### config.mk
export PLATFORM = sky130hd
export DESIGN_NAME = cxys8_front
export DESIGN_NICKNAME = d
export VERILOG_FILES = /design/src/rtl/cxys8_pkg.sv /design/src/rtl/cxys8_front.sv
export SDC_FILE = /design/constraint.sdc
export NUM_CORES = 2
export LEC_CHECK = 0
export BUFFER_PORTS_ARGS = -buffer_cell sky130_fd_sc_hd__buf_4
export CORE_MARGIN = 2
export CORE_UTILIZATION = 50
export CTS_BUF_LIST = sky130_fd_sc_hd__clkbuf_8
export DETAILED_ROUTE_END_ITERATION = 6
export GPL_TIMING_DRIVEN = 0
export HOLD_SLACK_MARGIN = 0.1
export PLACE_DENSITY = 0.69
export SETUP_SLACK_MARGIN = 0.02
export SLEW_MARGIN = 20
export SYNTH_ARGS = -nofsm -noshare
export SYNTH_HDL_FRONTEND = slang
export SYNTH_SLANG_ARGS = --single-unit
### constraint.sdc
create_clock -name clk -period 9.95 [get_ports clk]
set_clock_uncertainty 0.05 [all_clocks]
set_input_delay 0.4975 -clock clk [delete_from_list [all_inputs] [get_ports clk]]
set_output_delay 0.4975 -clock clk [all_outputs]
set_load 0.02 [all_outputs]
### src/rtl/cxys8_pkg.sv
`timescale 1ns / 1ps
`default_nettype none
// ----------------------------------------------------------------------------
// cxys8_pkg
// shared types, matrix coefficients and encoding tables for the xy to srgb8
// colour converter
// ----------------------------------------------------------------------------
package cxys8_pkg;

	// fractional bits of the normalised channel ratio
	localparam int RATIO_FRAC_BITS = 16;
	localparam int RATIO_W = RATIO_FRAC_BITS + 1;

	localparam int COORD_W = 16;
	localparam int CRD_W   = 18;    // signed x, y, 1-x-y
	localparam int COEF_W  = 26;    // signed coefficient, scaled by 10^7
	localparam int PROD_W  = 44;
	localparam int SUM_W   = 46;
	localparam int CH_W    = 43;    // clamped linear channel

	localparam int FRONT_LAT = 4;   // front stages holding requests in flight
	localparam int QDEPTH    = 8;
	localparam int QPTR_W    = $clog2(QDEPTH);

	localparam int LIN_CODES = 11;  // codes reachable on the linear segment
	localparam int LIN_W     = 4;

	typedef struct packed {
		logic [COORD_W-1:0] chroma_x;
		logic [COORD_W-1:0] chroma_y;
	} chroma_t;

	typedef struct packed {
		logic [7:0] red;
		logic [7:0] green;
		logic [7:0] blue;
	} colour_t;

	typedef logic [CH_W-1:0] chan_t;

	// classified request handed from front to back
	typedef struct packed {
		chan_t [2:0] chan;
		chan_t       peak;
		logic        black;
	} job_t;

	typedef struct packed {
		logic empty;
		logic full;
		logic hold;
	} qstat_t;

	// xyz to linear srgb, rows r, g, b; columns x, y, z
	localparam logic signed [COEF_W-1:0] MTX [3][3] = '{
		'{ 26'sd32404542, -26'sd15371385, -26'sd4985314 },
		'{-26'sd9692660,   26'sd18760108,  26'sd415560  },
		'{ 26'sd556434,   -26'sd2040259,   26'sd10572252}
	};

	typedef logic [255:0][RATIO_W-1:0]        curve_tab_t;
	typedef logic [LIN_CODES:1][RATIO_W-1:0]  lin_tab_t;

	// exact test u^5 * 53805^12 >= (200k + 2705)^12 * 2^(5F)
	function automatic logic curve_reaches(input logic [RATIO_W-1:0] u, input int k);
		logic [383:0] lhs;
		logic [383:0] rhs;
		int i;
		lhs = 384'd1;
		rhs = 384'd1;
		for (i = 0; i < 5; i++) begin
			lhs = lhs * 384'(u);
			rhs = rhs << RATIO_FRAC_BITS;
		end
		for (i = 0; i < 12; i++) begin
			lhs = lhs * 384'd53805;
			rhs = rhs * 384'(200 * k + 2705);
		end
		return lhs >= rhs;
	endfunction

	// smallest ratio that reaches code k
	function automatic logic [RATIO_W-1:0] curve_thr(input int k);
		logic [RATIO_W:0] lo;
		logic [RATIO_W:0] hi;
		logic [RATIO_W:0] mid;
		int it;
		lo = '0;
		hi = (RATIO_W + 1)'(1) << RATIO_FRAC_BITS;
		for (it = 0; it < RATIO_W + 1; it++) begin
			if (lo < hi) begin
				mid = (lo + hi) >> 1;
				if (curve_reaches(mid[RATIO_W-1:0], k))
					hi = mid;
				else
					lo = mid + 1'b1;
			end
		end
		return lo[RATIO_W-1:0];
	endfunction

	function automatic curve_tab_t build_curve_tab();
		curve_tab_t t;
		int k;
		t = '0;
		for (k = 1; k < 256; k++)
			t[k] = curve_thr(k);
		return t;
	endfunction

	// smallest ratio whose linear code reaches k
	function automatic lin_tab_t build_lin_tab();
		lin_tab_t t;
		longint num;
		int k;
		for (k = 1; k <= LIN_CODES; k++) begin
			num = (longint'(10 * k - 5) << RATIO_FRAC_BITS) + 64'sd32945;
			t[k] = RATIO_W'(num / 64'sd32946);
		end
		return t;
	endfunction

	localparam curve_tab_t CURVE_THR = build_curve_tab();
	localparam lin_tab_t   LIN_THR   = build_lin_tab();
	localparam logic [RATIO_W-1:0] LIN_LIMIT =
		RATIO_W'((64'd31308 << RATIO_FRAC_BITS) / 64'd10000000);

endpackage
`default_nettype wire

### src/rtl/cxys8_front.sv
`timescale 1ns / 1ps
`default_nettype none
// ----------------------------------------------------------------------------
// cxys8_front
// takes requests, applies the matrix, clamps and finds the peak channel
// ----------------------------------------------------------------------------
module cxys8_front (
	input  logic              clk,
	input  logic              arst_n,
	input  logic              take,
	input  cxys8_pkg::chroma_t chroma,
	output logic              push,
	output cxys8_pkg::job_t   job
);
	import cxys8_pkg::*;

	logic                 vld_s1, vld_s2, vld_s3, vld_s4;
	logic [COORD_W-1:0]   x_s1, y_s1;
	logic                 blk_s1, blk_s2, blk_s3;
	logic signed [CRD_W-1:0]  crd [3];
	logic signed [PROD_W-1:0] prod_s2 [3][3];
	chan_t                ch_s3 [3];
	logic signed [SUM_W-1:0]  sum [3];
	job_t                 job_s4;
	chan_t                pk;

	always_ff @(posedge clk or negedge arst_n) begin
		if (!arst_n) begin
			vld_s1 <= 1'b0;
			vld_s2 <= 1'b0;
			vld_s3 <= 1'b0;
			vld_s4 <= 1'b0;
		end else begin
			vld_s1 <= take;
			vld_s2 <= vld_s1;
			vld_s3 <= vld_s2;
			vld_s4 <= vld_s3;
		end
	end

	// z may go negative when x + y passes one
	always_comb begin
		crd[0] = $signed({2'b00, x_s1});
		crd[1] = $signed({2'b00, y_s1});
		crd[2] = CRD_W'(18'sd65536 - crd[0] - crd[1]);
	end

	always_comb begin
		for (int c = 0; c < 3; c++)
			sum[c] = SUM_W'(prod_s2[c][0]) + SUM_W'(prod_s2[c][1]) + SUM_W'(prod_s2[c][2]);
	end

	always_comb begin
		pk = ch_s3[0];
		if (ch_s3[1] > pk)
			pk = ch_s3[1];
		if (ch_s3[2] > pk)
			pk = ch_s3[2];
	end

	always_ff @(posedge clk) begin
		x_s1   <= chroma.chroma_x;
		y_s1   <= chroma.chroma_y;
		blk_s1 <= (chroma.chroma_y == '0);
		blk_s2 <= blk_s1;
		for (int c = 0; c < 3; c++)
			for (int j = 0; j < 3; j++)
				prod_s2[c][j] <= PROD_W'(MTX[c][j]) * PROD_W'(crd[j]);
		blk_s3 <= blk_s2;
		for (int c = 0; c < 3; c++)
			ch_s3[c] <= (!sum[c][SUM_W-1] && (sum[c] != '0)) ? sum[c][CH_W-1:0] : '0;
		job_s4.chan[0] <= ch_s3[0];
		job_s4.chan[1] <= ch_s3[1];
		job_s4.chan[2] <= ch_s3[2];
		job_s4.peak    <= pk;
		job_s4.black   <= blk_s3 || (pk == '0);
	end

	assign push = vld_s4;
	assign job  = job_s4;

endmodule
`default_nettype wire

---- Word-level counts from Yosys, hierarchy flattened ----
Memories as Yosys holds them, arrays and structs flattened.
Cells that the tools add are included.
storage, ports and cells
  memory bits (writable) .................. 519
  memories kept ........................... 2
  register bits ........................... 212
  input port bits ......................... 35
  bits in read-only memories .............. 0
  bits in latches ......................... 0
  logic and storage cells ................. 52
memory list
  memory   depth  width  rd ports  clocked after memory_dff  write ports  RTL line           text
  prod_s2  3      130    3         0                         3            cxys8_front.sv:21  logic signed [PROD_W-1:0] prod_s2 [3][3];
  ch_s3    3      43     3         0                         3            cxys8_front.sv:22  chan_t ch_s3 [3];
operators by class
  reductions and logical operators ........ 12
  equal/unequal tests ..................... 0
  divide/modulo/power cells ............... 0
  bitwise operators ....................... 0
  $lt $le $gt $ge ......................... 2
  shifts and indexed selects .............. 0
  $add $sub $neg .......................... 8
  muxes and demuxes ....................... 5
  $mul .................................... 9
operator list
  operator                                             count
  two-way mux 43 bit                                   5
  adder 45 x 44 -> 46 bit                              3
  nonzero test 46 bit                                  3
  adder 44 x 44 -> 45 bit                              3
  greater-than comparator 43 bit                       2
  multiplier 23 x 18 -> 41 bit (first input constant)  2
  logical NOT 43 bit                                   1
  multiplier 25 x 17 -> 42 bit (first input constant)  1
  multiplier 23 x 17 -> 40 bit (first input constant)  1
  multiplier 24 x 16 -> 40 bit (first input constant)  1
  multiplier 22 x 17 -> 39 bit (first input constant)  1
  multiplier 23 x 16 -> 39 bit (first input constant)  1
  multiplier 17 x 18 -> 35 bit (first input constant)  1
  multiplier 19 x 16 -> 35 bit (first input constant)  1
  subtractor 17 x 16 -> 18 bit (first input constant)  1
  subtractor 18 x 17 -> 18 bit                         1
  logical NOT 16 bit                                   1
  logical AND 1 bit                                    3
  logical NOT 1 bit                                    3
  logical OR 1 bit                                     1

---- Logic depth before layout (Yosys ltp) ----
An unclocked memory read counts as a cell.
  depth after elaboration ................. 7
  mapped depth ............................ 39

---- Least setup slack after synthesis ----
Ideal clock, no wire load.
  path kind ............................... register to register
  start ................................... register x_s1[0]
  end ..................................... memory prod_s2[2][38] (netlist name)
  path slack .............................. -0.799 ns
  clock period less this slack ............ 10.749 ns
  library setup time ...................... 0.062 ns
  arrival ................................. 10.637 ns
  cell stages (with the launch flop) ...... 36
  path through ............................ dfxtp_1 > inv_1 > ha_1 > ha_1 > inv_1 > fa_1 > nor2b_1 > o21ai_0 > a21oi_1 > o21ai_0 > a21oi_1 > a211oi_1 > o21bai_1 > a21o_1 > a21o_1 > a21boi_0 > clkbuf_1 > fa_1 > ha_1 > fa_1 > fa_1 > inv_1 > fa_1 > fa_1 > inv_1 > ha_1 > and4_1 > nand3_1 > o21ba_2 > o311ai_0 > a211oi_1 > o21a_1 > o21ai_0 > o31ai_1 > or4_1 > nand3_1
RTL lines
  item                      RTL line           text
  start: declaration        cxys8_front.sv:18  logic [COORD_W-1:0] x_s1, y_s1;
  start signal: assignment  cxys8_front.sv:62  x_s1 <= chroma.chroma_x;
  end: declaration          cxys8_front.sv:21

==> flow_metrics.py <==
metrics = {
    "worst_setup_path": {
        "max_stage_delay_ns": 0.71,
        "cp_max_fo": 14,
        "end_kind": "register",
        "cp.required_ns": 10.67,
        "crit_start": "y_s1[7]",
        "worstSetupStartpointType": "register",
        "path_class": "register to register",
        "reg2reg_depth": 35,
        "crit_slowest_cell": "dfxtp_2",
        "cp.arrival_ns": 10.47,
        "r2r-start": "y_s1[7]",
    },
    "global_route": {
        "antenna_found_initial": 23,
        "grt_pass1_vias": 64394,
        "grt_pass1_wl_um": 424000,
        "gr-usage-met1_pct": 43.4,
        "grt_use_met2_pct": 52.2,
        "grt_use_total_pct": 33.8,
        "grt_max_degree": 20,
        "met3_usage_pct": 8.38,
        "top_usage_layer": "met2",
        "globalRoute.totalOverflow": 0,
    },
    "hold_path": {
        "holdPathStages": 2,
        "hold_class": "primary input to register",
        "hp-start": "chroma[30]",
    },
    "cts": {
        "clk_pin_slew_ns": 0.06,
        "cts_tree": "done",
        "cts_sinks": 679,
        "root_buffer": "clkbuf_8",
        "ctsHtreeMaxLevel": 3,
        "cts_buffer_depth": 3,
        "insertion_delay_ns": 0.92,
        "cts_buffers": 118,
    },
    "floorplanning": {
        "die_w_um": 416,
        "initial_utilization_pct": 50.2,
        "design.core.area_mm2": 0.169,
        "num_io_pins": 209,
        "std_cell_rows": 151,
        "fp.dieH_um": 416,
        "die-area_mm2": 0.173,
    },
    "yosys": {
        "syn_area_per_cell_um2": 10.1,
        "seq_area_frac_synth_pct": 16.0,
        "syn_area_mm2": 0.0849,
        "synth_edf_count": 0,
        "yosys.area.top_type_share_pct": 31.5,
        "synth_cell_type_count": 89,
        "ys_async_sr_fraction_pct": 0.589,
        "synthTopCellsByArea": "fa_1 31%, ha_1 21%, dfxtp_1 16%, inv_1 8.9%, xnor2_1 3.2%",
        "yosysWarnings": 0,
        "ys_ff_latch": 679,
        "netlist_instances": 8434,
        "yosys.area.top_type": "fa_1",
        "synth_top_flop_cell": "dfxtp_1",
    },
    "placed_design": {
        "gp_congestion": 1.03,
        "port-buffer-count": 206,
        "hpwl_um": 247000,
    },
    "timing": {
        "max_freq_mhz": 103,
        "worstMarginPinSlew_ns": 1.22,
        "report.final.slew_viol_count": 0,
        "slew-limit-headroom_pct": 18.4,
        "setup_viol": 0,
        "timing.final.crit_share_pct": 98.0,
        "hold_ws_ns": 0.180,
        "hold_viol": 0,
        "layout_min_cycle_time_ns": 9.75,
    },
    "drt": {
        "avgViaCountPerCell": 5.52,
        "drtAntennaViolNets": 0,
        "wire_per_inst_um": 25.8,
        "vias": 62112,
        "drt_iter0_drc": 4772,
        "dr.pass1.iters": 6,
        "drcViolationCount": 0,
        "wirelength_um": 290000,
    },
    "cells_and_area": {
        "fin_util_pct": 55.6,
        "area_growth_pct": 10.8,
        "layout.nets": 11717,
        "final_layout_size_suffix_gt1_share_pct": 7.85,
    },
    "flow_run": {
        "cap_violations": 0,
    },
    "outcome": {
        "status": "finished clean",
    },
}
-- cells in the final DEF, fill, tap and decap left out, types with 90 or more instances in the layout --
cell type / n
xor2_1: 98
buf_4: 273
a21o_1: 249
nand2_1: 169
nand3_1: 101
fa_1: 1329
ha_1: 1443
mux2i_1: 90
clkbuf_8: 143
o21ai_0: 201
dfxtp_1: 650
nor2_1: 323
a21oi_1: 350
xnor2_1: 298
inv_1: 2005
-- worst max-delay path, delay by kind of cell (launching register included) --
kind                     cells  cell delay (ns)
AO/OA/AOI/OAI               12             2.24
XOR/XNOR                     2             0.42
adder cells (fa/ha/maj)      9             3.90
buffers and inverters        8             1.38
flip-flops                   1             0.71
AND/OR/NAND/NOR              4             0.85
-- state kept, by name, summed over array words and instances, names as in the netlist --
signal / flops
blk_s1: 1
blk_s2: 1
blk_s3: 1
ch_s3: 127
job: 171
prod_s2: 342
push: 1
vld_s1: 1
vld_s2: 1
vld_s3: 1
x_s1: 16
y_s1: 16
-- logic make-up (layout without fill, tap and decap cells) --
group,Yosys count,in the layout,synth area share [%]
flops,679,679,16.0
fa+ha+maj,2785,2785,52.8
mux,91,91,1.07
xor+xnor,418,418,4.31
compound gates,1279,1279,9.92
simple gates,1108,1108,6.58
buf+inv,2073,2631,9.24
other cells,1,33,0.00442
-- synth_stat cells, types with 29 or more instances --
library cell,count
nor2b_1,66
xor2_1,108
nor4_1,32
xnor2_1,310
nor2_1,326
a31oi_1,47
ha_1,1451
a211oi_1,43
and2_1,29
or2_2,37
clkbuf_1,50
inv_1,2004
a21o_1,250
o21a_1,54
nand4_1,64
a21oi_1,354
mux2i_1,90
o21bai_1,77
dfxtp_1,675
nand2b_1,73
nand3_1,101
o21ai_0,205
nor3_1,87
nand2_1,169
fa_1,1334
and3_1,46
-- metal layers --
layer,wire (µm),vias up
met5,79,-
met4,19700,12
met3,25700,633
met2,127000,2467
met1,117000,30830
li1,-,28170
-- through the flow --
step / instances / instance area, µm² / setup TNS (ns) / setup slack (ns)
final: 11242 / 94100 / 0 / 0.198
after global routing: 11227 / 94000 / -0.0168 / -0.0147
after CTS: 11189 / 93700 / 0 / 0.0274
after detailed placement: 10882 / 89800 / -101.53 / -3.01
after global placement: 10859 / 89200 / -234.61 / -4.44
after floorplan: 8435 / 84900 / 0 / 0.221
-- layout make-up --
class / count / area (µm²)
fill: 14858 / 75000
multi-input combinational: 5683 / 63900
sequential: 679 / 13700
inverter: 2004 / 7610
timing repair buffer: 342 / 2870
tap: 2218 / 2780
clock buffer: 142 / 1950
clock inverter: 74 / 825
buffer: 69 / 349
antenna: 31 / 77.6
-- repair_timing --
action                                 4_1_cts  5_1_grt
resized for setup                           84       31
setup buffers                               47       21
setup endpoints to repair                   67       21
endpoints found under the hold margin       38        0
pin swaps                                    8        8
gates cloned                                 1        0
hold buffers                                43        0
-- final timing paths --
kind,endpoint,slack [ns]
setup / recovery,prod_s2[0][42],0.20
hold / removal,x_s1[14],0.18
setup reg to reg,prod_s2[0][42],0.20
hold reg to reg,blk_s3,0.28
max in group asynchronous,vld_s1,9.23
min in group asynchronous,push,0.46
Power is left out: the tool's default activity adds up to more than one toggle a clock period on the data nets, which glitch-free logic cannot reach.
