**src/rtl/cxys8_pkg.sv**
```systemverilog
`timescale 1ns / 1ps
`default_nettype none
// ----------------------------------------------------------------------------
// cxys8_pkg
// shared types, matrix coefficients and encoding tables for the xy to srgb8
// colour converter
// ----------------------------------------------------------------------------
package cxys8_pkg;

	// fractional bits of the normalised channel ratio
	localparam int RATIO_FRAC_BITS = 16;
	localparam int RATIO_W = RATIO_FRAC_BITS + 1;

	localparam int COORD_W = 16;
	localparam int CRD_W   = 18;    // signed x, y, 1-x-y
	localparam int COEF_W  = 26;    // signed coefficient, scaled by 10^7
	localparam int PROD_W  = 44;
	localparam int SUM_W   = 46;
	localparam int CH_W    = 43;    // clamped linear channel

	localparam int FRONT_LAT = 4;   // front stages holding requests in flight
	localparam int QDEPTH    = 8;
	localparam int QPTR_W    = $clog2(QDEPTH);

	localparam int LIN_CODES = 11;  // codes reachable on the linear segment
	localparam int LIN_W     = 4;

	typedef struct packed {
		logic [COORD_W-1:0] chroma_x;
		logic [COORD_W-1:0] chroma_y;
	} chroma_t;

	typedef struct packed {
		logic [7:0] red;
		logic [7:0] green;
		logic [7:0] blue;
	} colour_t;

	typedef logic [CH_W-1:0] chan_t;

	// classified request handed from front to back
	typedef struct packed {
		chan_t [2:0] chan;
		chan_t       peak;
		logic        black;
	} job_t;

	typedef struct packed {
		logic empty;
		logic full;
		logic hold;
	} qstat_t;

	// xyz to linear srgb, rows r, g, b; columns x, y, z
	localparam logic signed [COEF_W-1:0] MTX [3][3] = '{
		'{ 26'sd32404542, -26'sd15371385, -26'sd4985314 },
		'{-26'sd9692660,   26'sd18760108,  26'sd415560  },
		'{ 26'sd556434,   -26'sd2040259,   26'sd10572252}
	};

	typedef logic [255:0][RATIO_W-1:0]        curve_tab_t;
	typedef logic [LIN_CODES:1][RATIO_W-1:0]  lin_tab_t;

	// exact test u^5 * 53805^12 >= (200k + 2705)^12 * 2^(5F)
	function automatic logic curve_reaches(input logic [RATIO_W-1:0] u, input int k);
		logic [383:0] lhs;
		logic [383:0] rhs;
		int i;
		lhs = 384'd1;
		rhs = 384'd1;
		for (i = 0; i < 5; i++) begin
			lhs = lhs * 384'(u);
			rhs = rhs << RATIO_FRAC_BITS;
		end
		for (i = 0; i < 12; i++) begin
			lhs = lhs * 384'd53805;
			rhs = rhs * 384'(200 * k + 2705);
		end
		return lhs >= rhs;
	endfunction

	// smallest ratio that reaches code k
	function automatic logic [RATIO_W-1:0] curve_thr(input int k);
		logic [RATIO_W:0] lo;
		logic [RATIO_W:0] hi;
		logic [RATIO_W:0] mid;
		int it;
		lo = '0;
		hi = (RATIO_W + 1)'(1) << RATIO_FRAC_BITS;
		for (it = 0; it < RATIO_W + 1; it++) begin
			if (lo < hi) begin
				mid = (lo + hi) >> 1;
				if (curve_reaches(mid[RATIO_W-1:0], k))
					hi = mid;
				else
					lo = mid + 1'b1;
			end
		end
		return lo[RATIO_W-1:0];
	endfunction

	function automatic curve_tab_t build_curve_tab();
		curve_tab_t t;
		int k;
		t = '0;
		for (k = 1; k < 256; k++)
			t[k] = curve_thr(k);
		return t;
	endfunction

	// smallest ratio whose linear code reaches k
	function automatic lin_tab_t build_lin_tab();
		lin_tab_t t;
		longint num;
		int k;
		for (k = 1; k <= LIN_CODES; k++) begin
			num = (longint'(10 * k - 5) << RATIO_FRAC_BITS) + 64'sd32945;
			t[k] = RATIO_W'(num / 64'sd32946);
		end
		return t;
	endfunction

	localparam curve_tab_t CURVE_THR = build_curve_tab();
	localparam lin_tab_t   LIN_THR   = build_lin_tab();
	localparam logic [RATIO_W-1:0] LIN_LIMIT =
		RATIO_W'((64'd31308 << RATIO_FRAC_BITS) / 64'd10000000);

endpackage
`default_nettype wire

```
**src/rtl/cxys8_queue.sv**
```systemverilog
`timescale 1ns / 1ps
`default_nettype none
// ----------------------------------------------------------------------------
// cxys8_queue
// short request queue between front and back
// ----------------------------------------------------------------------------
module cxys8_queue (
	input  logic              clk,
	input  logic              arst_n,
	input  logic              push,
	input  cxys8_pkg::job_t   wr_job,
	input  logic              pop,
	output cxys8_pkg::job_t   rd_job,
	output cxys8_pkg::qstat_t stat
);
	import cxys8_pkg::*;

	job_t              mem_q [QDEPTH];
	logic [QPTR_W-1:0] wr_ptr_q, rd_ptr_q;
	logic [QPTR_W:0]   count_q;

	always_ff @(posedge clk) begin
		if (push)
			mem_q[wr_ptr_q] <= wr_job;
	end

	always_ff @(posedge clk or negedge arst_n) begin
		if (!arst_n) begin
			wr_ptr_q <= '0;
			rd_ptr_q <= '0;
			count_q  <= '0;
		end else begin
			if (push)
				wr_ptr_q <= wr_ptr_q + 1'b1;
			if (pop)
				rd_ptr_q <= rd_ptr_q + 1'b1;
			count_q <= count_q + (QPTR_W + 1)'(push) - (QPTR_W + 1)'(pop);
		end
	end

	assign rd_job     = mem_q[rd_ptr_q];
	assign stat.empty = (count_q == '0);
	assign stat.full  = (count_q == (QPTR_W + 1)'(QDEPTH));
	// leave room for every request still inside the front
	assign stat.hold  = (count_q >= (QPTR_W + 1)'(QDEPTH - FRONT_LAT));

	a_no_overflow: assert property (@(posedge clk) disable iff (!arst_n)
		!(push && stat.full && !pop))
		else $error("queue overflow");

	a_no_underflow: assert property (@(posedge clk) disable iff (!arst_n)
		!(pop && stat.empty))
		else $error("queue underflow");

	a_count_step: assert property (@(posedge clk) disable iff (!arst_n)
		(push && !pop) |=> (count_q == $past(count_q) + 1'b1))
		else $error("queue count out of step");

	a_drained: assert property (@(posedge clk) disable iff (!arst_n)
		count_q <= (QPTR_W + 1)'(1))
		else $error("queue backs up although back never stalls");

endmodule
`default_nettype wire

```
**config.mk**
```make
export PLATFORM = sky130hd
export DESIGN_NAME = cxys8_queue
export DESIGN_NICKNAME = d
export VERILOG_FILES = /design/src/rtl/cxys8_pkg.sv /design/src/rtl/cxys8_queue.sv
export SDC_FILE = /design/constraint.sdc
export NUM_CORES = 1
export LEC_CHECK = 0
export ABC_AREA = 0
export BUFFER_PORTS_ARGS = -buffer_cell sky130_fd_sc_hd__clkbuf_2
export CAP_MARGIN = 20
export CORE_ASPECT_RATIO = 0.6
export CORE_MARGIN = 5
export CORE_UTILIZATION = 60
export DETAILED_ROUTE_END_ITERATION = 8
export GPL_ROUTABILITY_DRIVEN = 0
export PLACE_DENSITY = 0.79
export SLEW_MARGIN = 40
export SYNTH_ARGS = -nofsm -noshare
export SYNTH_HDL_FRONTEND = slang
export SYNTH_SLANG_ARGS = --single-unit
```
**constraint.sdc**
```tcl
create_clock -name clk -period 15.2 [get_ports clk]
set_input_delay 3.04 -clock clk [delete_from_list [all_inputs] [get_ports clk]]
set_output_delay 3.04 -clock clk [all_outputs]
set_load 0.005 [all_outputs]
```
======== After elaboration in Yosys (flattened, before gate mapping) ========
Memories as Yosys holds them, arrays and structs flattened.
Index checks and enable logic that the tools add are counted.
operators by class
  add/sub/neg operators ................... 4
  reduce and logical (&&, ||, !) cells .... 1
  $lt $le $gt $ge ......................... 1
  mux-type cells .......................... 2
  equality and inequality tests ........... 1
operators with widths
  kind                                                  count
  adder 3 x 1 -> 3 bit (second input constant)          2
  adder 4 x 1 -> 4 bit                                  1
  equality test 4 bit (second input constant)           1
  >= comparator 4 x 3 -> 1 bit (second input constant)  1
  logical NOT 4 bit                                     1
  subtractor 4 x 1 -> 4 bit                             1
  two-way mux 1 bit                                     2
word-level totals
  bits of input ports ..................... 177
  memories ................................ 1
  output and inout bits ................... 176
  flip-flop bits (word level) ............. 10
  RAM bits ................................ 1,384
memory list
  name   words  width  read ports  clocked after Yosys merged registers in  write ports  line               text
  mem_q  8      173    1           0                                        1            cxys8_queue.sv:18  job_t mem_q [QDEPTH];

======== Longest topological paths before layout ========
  word-level depth ........................ 2
  depth in mapped cells ................... 7
  depth with buffers taken out ............ 7

======== Worst setup path after synthesis ========
Ideal clock, no wire load.
  path kind ............................... input-to-reg
  start ................................... input push
  end ..................................... memory mem_q[0][0] in the netlist's numbering (enable)
  data arrival time ....................... 14.789 ns
  data required time ...................... 14.282 ns
  path slack .............................. -0.507 ns
  stages on the path ...................... 2
  cell sequence ........................... nand2b_1 > nor3_1
on the way
  word-level cells in the longest chain between the ends .. 2
RTL lines
  item                                     line               text
  start: declaration                       cxys8_queue.sv:10  input logic push,
  two-way mux 1 bit                        cxys8_queue.sv:23  if (push)
  two-way mux 1 bit (implied by the code)  cxys8_queue.sv:24  mem_q[wr_ptr_q] <= wr_job;
  end: declaration                         cxys8_queue.sv:18
Every way passes these cells.

==> impl_table.tex <==
\begin{tabular}{lr}
\hline
Metric & Value \\
\hline
\multicolumn{2}{l}{\textbf{Timing}} \\
\quad Maximum clock frequency & 138.4 MHz \\
\quad Sum of negative setup slack & 0 ns \\
\quad Setup Skew & 0.02909 ns \\
\quad Total of endpoints with negative setup slack in the final report & 0 \\
\quad Hold\_ws & 0.6014 ns \\
\quad Ratio of final minimum period to clock period & 0.4753 \\
\quad Slew headroom & 0.4222 \\
\quad Slew at the pin closest to its max-slew limit & 0.8667 ns \\
\quad Shortest period the worst path allows & 7.225 ns \\
\quad Unrepaired setup endpoints after global routing & false \\
\quad Final slew viol count & 0 \\
\quad Final hold viol count & 0 \\
\multicolumn{2}{l}{\textbf{Job}} \\
\quad Max Cap Violations & 0 \\
\multicolumn{2}{l}{\textbf{Finish}} \\
\quad Post-layout net count & 2658 \\
\quad Multi-input gate area in the final layout & 10200 um\^{}2 \\
\quad Growth of design area from synthesis to finish & 13.86\% \\
\quad Post-Layout Inst Area & 60040 um\^{}2 \\
\quad Fraction of final layout cells sized beyond drive strength 1 & 0.4173 \\
\quad Sequential cell area & 41820 um\^{}2 \\
\quad Final-layout fill cell count & 5071 \\
\quad Util after Layout & 0.6875 \\
\multicolumn{2}{l}{\textbf{Pwr}} \\
\quad Clock Power Share & 0.271 \\
\quad Net switching share of the total power & 0.2814 \\
\quad Switching power total & 3.225 mW \\
\quad Combinational Power Share & 0.292 \\
\quad Reg power frac & 0.437 \\
\quad Peak VDD IR & 0.1295 mV \\
\quad Power Density & 190.9 nW/um\^{}2 \\
\quad Design internal power & 8.234 mW \\
\quad Leakage power total & 19.62 nW \\
\multicolumn{2}{l}{\textbf{Die}} \\
\quad Number of ports placed on the die boundary & 353 \\
\quad Core footprint & 87340 um\^{}2 \\
\quad Floorplan die area & 94110 um\^{}2 \\
\quad Die Y & 239.6 um \\
\quad Die Width & 392.7 um \\
\quad Initial cell density of the core & 0.6038 \\
\quad Number of core rows & 84 \\
\multicolumn{2}{l}{\textbf{CTS}} \\
\quad Number of buffers inserted for hold repair after clock tree synthesis & 0 \\
\quad Clock sinks & 1394 \\
\quad Clock buffer count from CTS & 119 \\
\quad Count of H-tree levels built during CTS & 3 \\
\quad Clock transition at path regs & 0.06 ns \\
\quad Clock tree from TritonCTS & built \\
\quad Clock latency at the later pin of the worst-skew pair & 0.73 ns \\
\quad Total of cells resized after clock tree synthesis & 0 \\
\quad Number of buffers inserted to repair setup after CTS & 0 \\
\quad Maximum buffer depth of the clock tree & 3 \\
\quad Clock root cell & clkbuf\_16 \\
\multicolumn{2}{l}{\textbf{Critical path}} \\
\quad Maximum fanout along the worst path & 50 \\
\quad Crit-path slowest cell & dfrtp\_4 \\
\quad Endpoint of the worst-slack reg-to-reg timing path & mem\_q[4][6] \\
\quad Number of cells on the worst reg-to-reg path & 5 \\
\quad Critical Path Sink Type & output pin \\
\quad CP Class & register to output pin \\
\quad Data arrival, critical path & 4.18 ns \\
\quad Worst reg2reg setup slack & 12.18 ns \\
\quad Critical Path RT & 12.16 ns \\
\quad Crit path largest cell delay & 0.73 ns \\
\quad Number of logic stages on the critical path including buffering & 6 \\
\quad Number of buffer and inverter instances along the worst setup path & 4 \\
\quad Beginning of the worst register-to-register path & wr\_ptr\_q[1] \\
\quad Family with the most delay on the worst path & buffers and inverters \\
\quad Crit path cell chain & buf\_12 -> buf\_6 -> buf\_4 -> mux4\_1 -> mux2\_2 -> clkbuf\_2 \\
\quad Kind of launch point of the worst setup path & register \\
\multicolumn{2}{l}{\textbf{Outcome}} \\
\quad Run status & finished clean \\
\multicolumn{2}{l}{\textbf{Placed design}} \\
\quad Cell area after placement & 55910 um\^{}2 \\
\quad Count of port buffers added during placement & 352 \\
\quad HPWL after DPL & 56510 um \\
\multicolumn{2}{l}{\textbf{Drt}} \\
\quad DR pass1 iterations & 7 \\
\quad Number of antenna-violating nets in the routed design & 0 \\
\quad DRC violations left & 0 \\
\quad Average wire length per cell after detail routing & 28.45 um \\
\quad Number of vias after detailed routing & 23190 \\
\quad Via-to-Cell Ratio & 6.182 \\
\quad Number of violations reported at the end of detailed-routing iteration 0 & 1986 \\
\quad Final wirelength & 106700 um \\
\multicolumn{2}{l}{\textbf{GRT}} \\
\quad Congestion Overflow GR & 0 \\
\quad Pin count of the biggest net entering global routing & 119 \\
\quad First-pass GRT wire length & 158000 um \\
\quad Vias in the first global route & 24580 \\
\quad Antenna violations before repair & 19 \\
\quad GRT Resource Usage Total & 0.2290 \\
\multicolumn{2}{l}{\textbf{Synthesis}} \\
\quad Most common flop cell mapped by yosys & edfxtp\_1 \\
\quad Avg Synthesized Cell Area & 25.66 um\^{}2 \\
\quad Syn nets & 2241 \\
\quad Share of Yosys cell area claimed by the top area cell type & 0.7881 \\
\quad Library cell with the largest summed area after synthesis & edfxtp\_1 \\
\quad Post-synth ARST share & 0.007174 \\
\quad Post-Syn Area & 52730 um\^{}2 \\
\quad Proportion of synthesized chip area in sequential cells & 0.7929 \\
\quad Dominant cells by area after synthesis & edfxtp\_1 79\%, mux4\_2 14\%, mux2\_2 3.7\% \\
\quad Cell variety after synth & 23 \\
\quad Number of standard cells after synthesis & 2055 \\
\quad Number of synthesized flops with an enable pin & 1384 \\
\quad Count of yosys warnings during synthesis & 0 \\
\quad Seq cells post-synth & 1394 \\
\multicolumn{2}{l}{\textbf{Hold path}} \\
\quad Hold EP & wr\_ptr\_q[1] \\
\quad Launch point of the worst hold path & wr\_ptr\_q[1] \\
\quad Hold WC Path Type & register to register \\
\quad Cell depth of the worst hold path & 1 \\
\hline
\end{tabular}
## how the worst max path moves through the flow
stage,slack (ns),startpoint,endpoint
finish,7.98,rd_ptr_q[0],rd_job[17]
global placement,8.13,rd_ptr_q[0],rd_job[33]
global route,7.58,rd_ptr_q[0],rd_job[17]
CTS,7.80,rd_ptr_q[0],rd_job[17]
floorplan,4.14,push,mem_q[4][0]
detailed placement,8.59,rd_ptr_q[0],rd_job[153]
## synth_stat cells (all sizes together), types with 3 or more instances
cell type	number
buf	63
clkbuf	34
dfrtp	10
edfxtp	1384
ha	8
inv	9
mux2	175
mux4	346
nand2	4
nand2b	3
nor2	6
nor3	3
xnor2	3
xor2	3
## flip-flops by register name, indices dropped and copies added, names as in the netlist
name / count
mem_q: 1384
count_q: 4
rd_ptr_q: 3
wr_ptr_q: 3
## area by class of cell
type,count,area share
diodes,14,0.0005835
clock buffers,147,0.05187
repair buffers,393,0.04157
flip-flops and latches,1394,0.6965
multi-input cells,555,0.1699
inverters,9,0.0005626
clock inverters,78,0.01477
well taps,1161,0.02419
## layer usage
layer / up-vias / track usage / share of wire
met5: - / 0 / 0.0010
li1: 9753 / - / -
met1: 12440 / 0.3149 / 0.40
met4: 16 / 0.05349 / 0.018
met2: 837 / 0.3839 / 0.52
met3: 142 / 0.05268 / 0.071
## power by group through the flow
stage	registers, mW	logic, mW	clock network [mW]
2_1_floorplan	5.12	2.31	0
3_3_place_gp	5.09	3.23	0
5_1_grt	5.04	3.59	3.33
3_5_place_dp	5.11	3.35	0
6_report	5.01	3.35	3.10
4_1_cts	5.04	3.39	3.16
## cells by family after synthesis
group	share of synthesized area
XOR/XNOR	0.0009967
flip-flops	0.7929
multiplexers	0.1872
AO/OA/AOI/OAI	0.0002372
buffers and inverters	0.01495
AND/OR/NAND/NOR	0.001471
adder cells (fa/ha/maj)	0.002278
## placed cells by master, fill, tap and decap left out, types with 7 or more instances in the layout
| cell type | instances |
|---|---|
| buf_12 | 13 |
| buf_16 | 11 |
| buf_6 | 10 |
| bufinv_16 | 17 |
| clkbuf_1 | 26 |
| clkbuf_16 | 120 |
| clkbuf_2 | 352 |
| clkinv_1 | 20 |
| clkinv_2 | 25 |
| dfrtp_1 | 7 |
| diode_2 | 14 |
| edfxtp_1 | 1384 |
| ha_1 | 8 |
| inv_1 | 9 |
| mux2_2 | 175 |
| mux4_1 | 29 |
| mux4_2 | 317 |
## per-stage QoR
| stage | std cells | setup WS (ns) | power, mW |
|---|---|---|---|
| detailed placement | 3508 | 8.593 | 8.461 |
| global route | 3744 | 7.582 | 11.96 |
| floorplan | 2055 | 4.142 | 7.425 |
| global placement | 3498 | 8.125 | 8.313 |
| finish | 3751 | 7.975 | 11.46 |
| CTS | 3733 | 7.802 | 11.58 |
No activity file was read; power rests on OpenSTA's default activity.
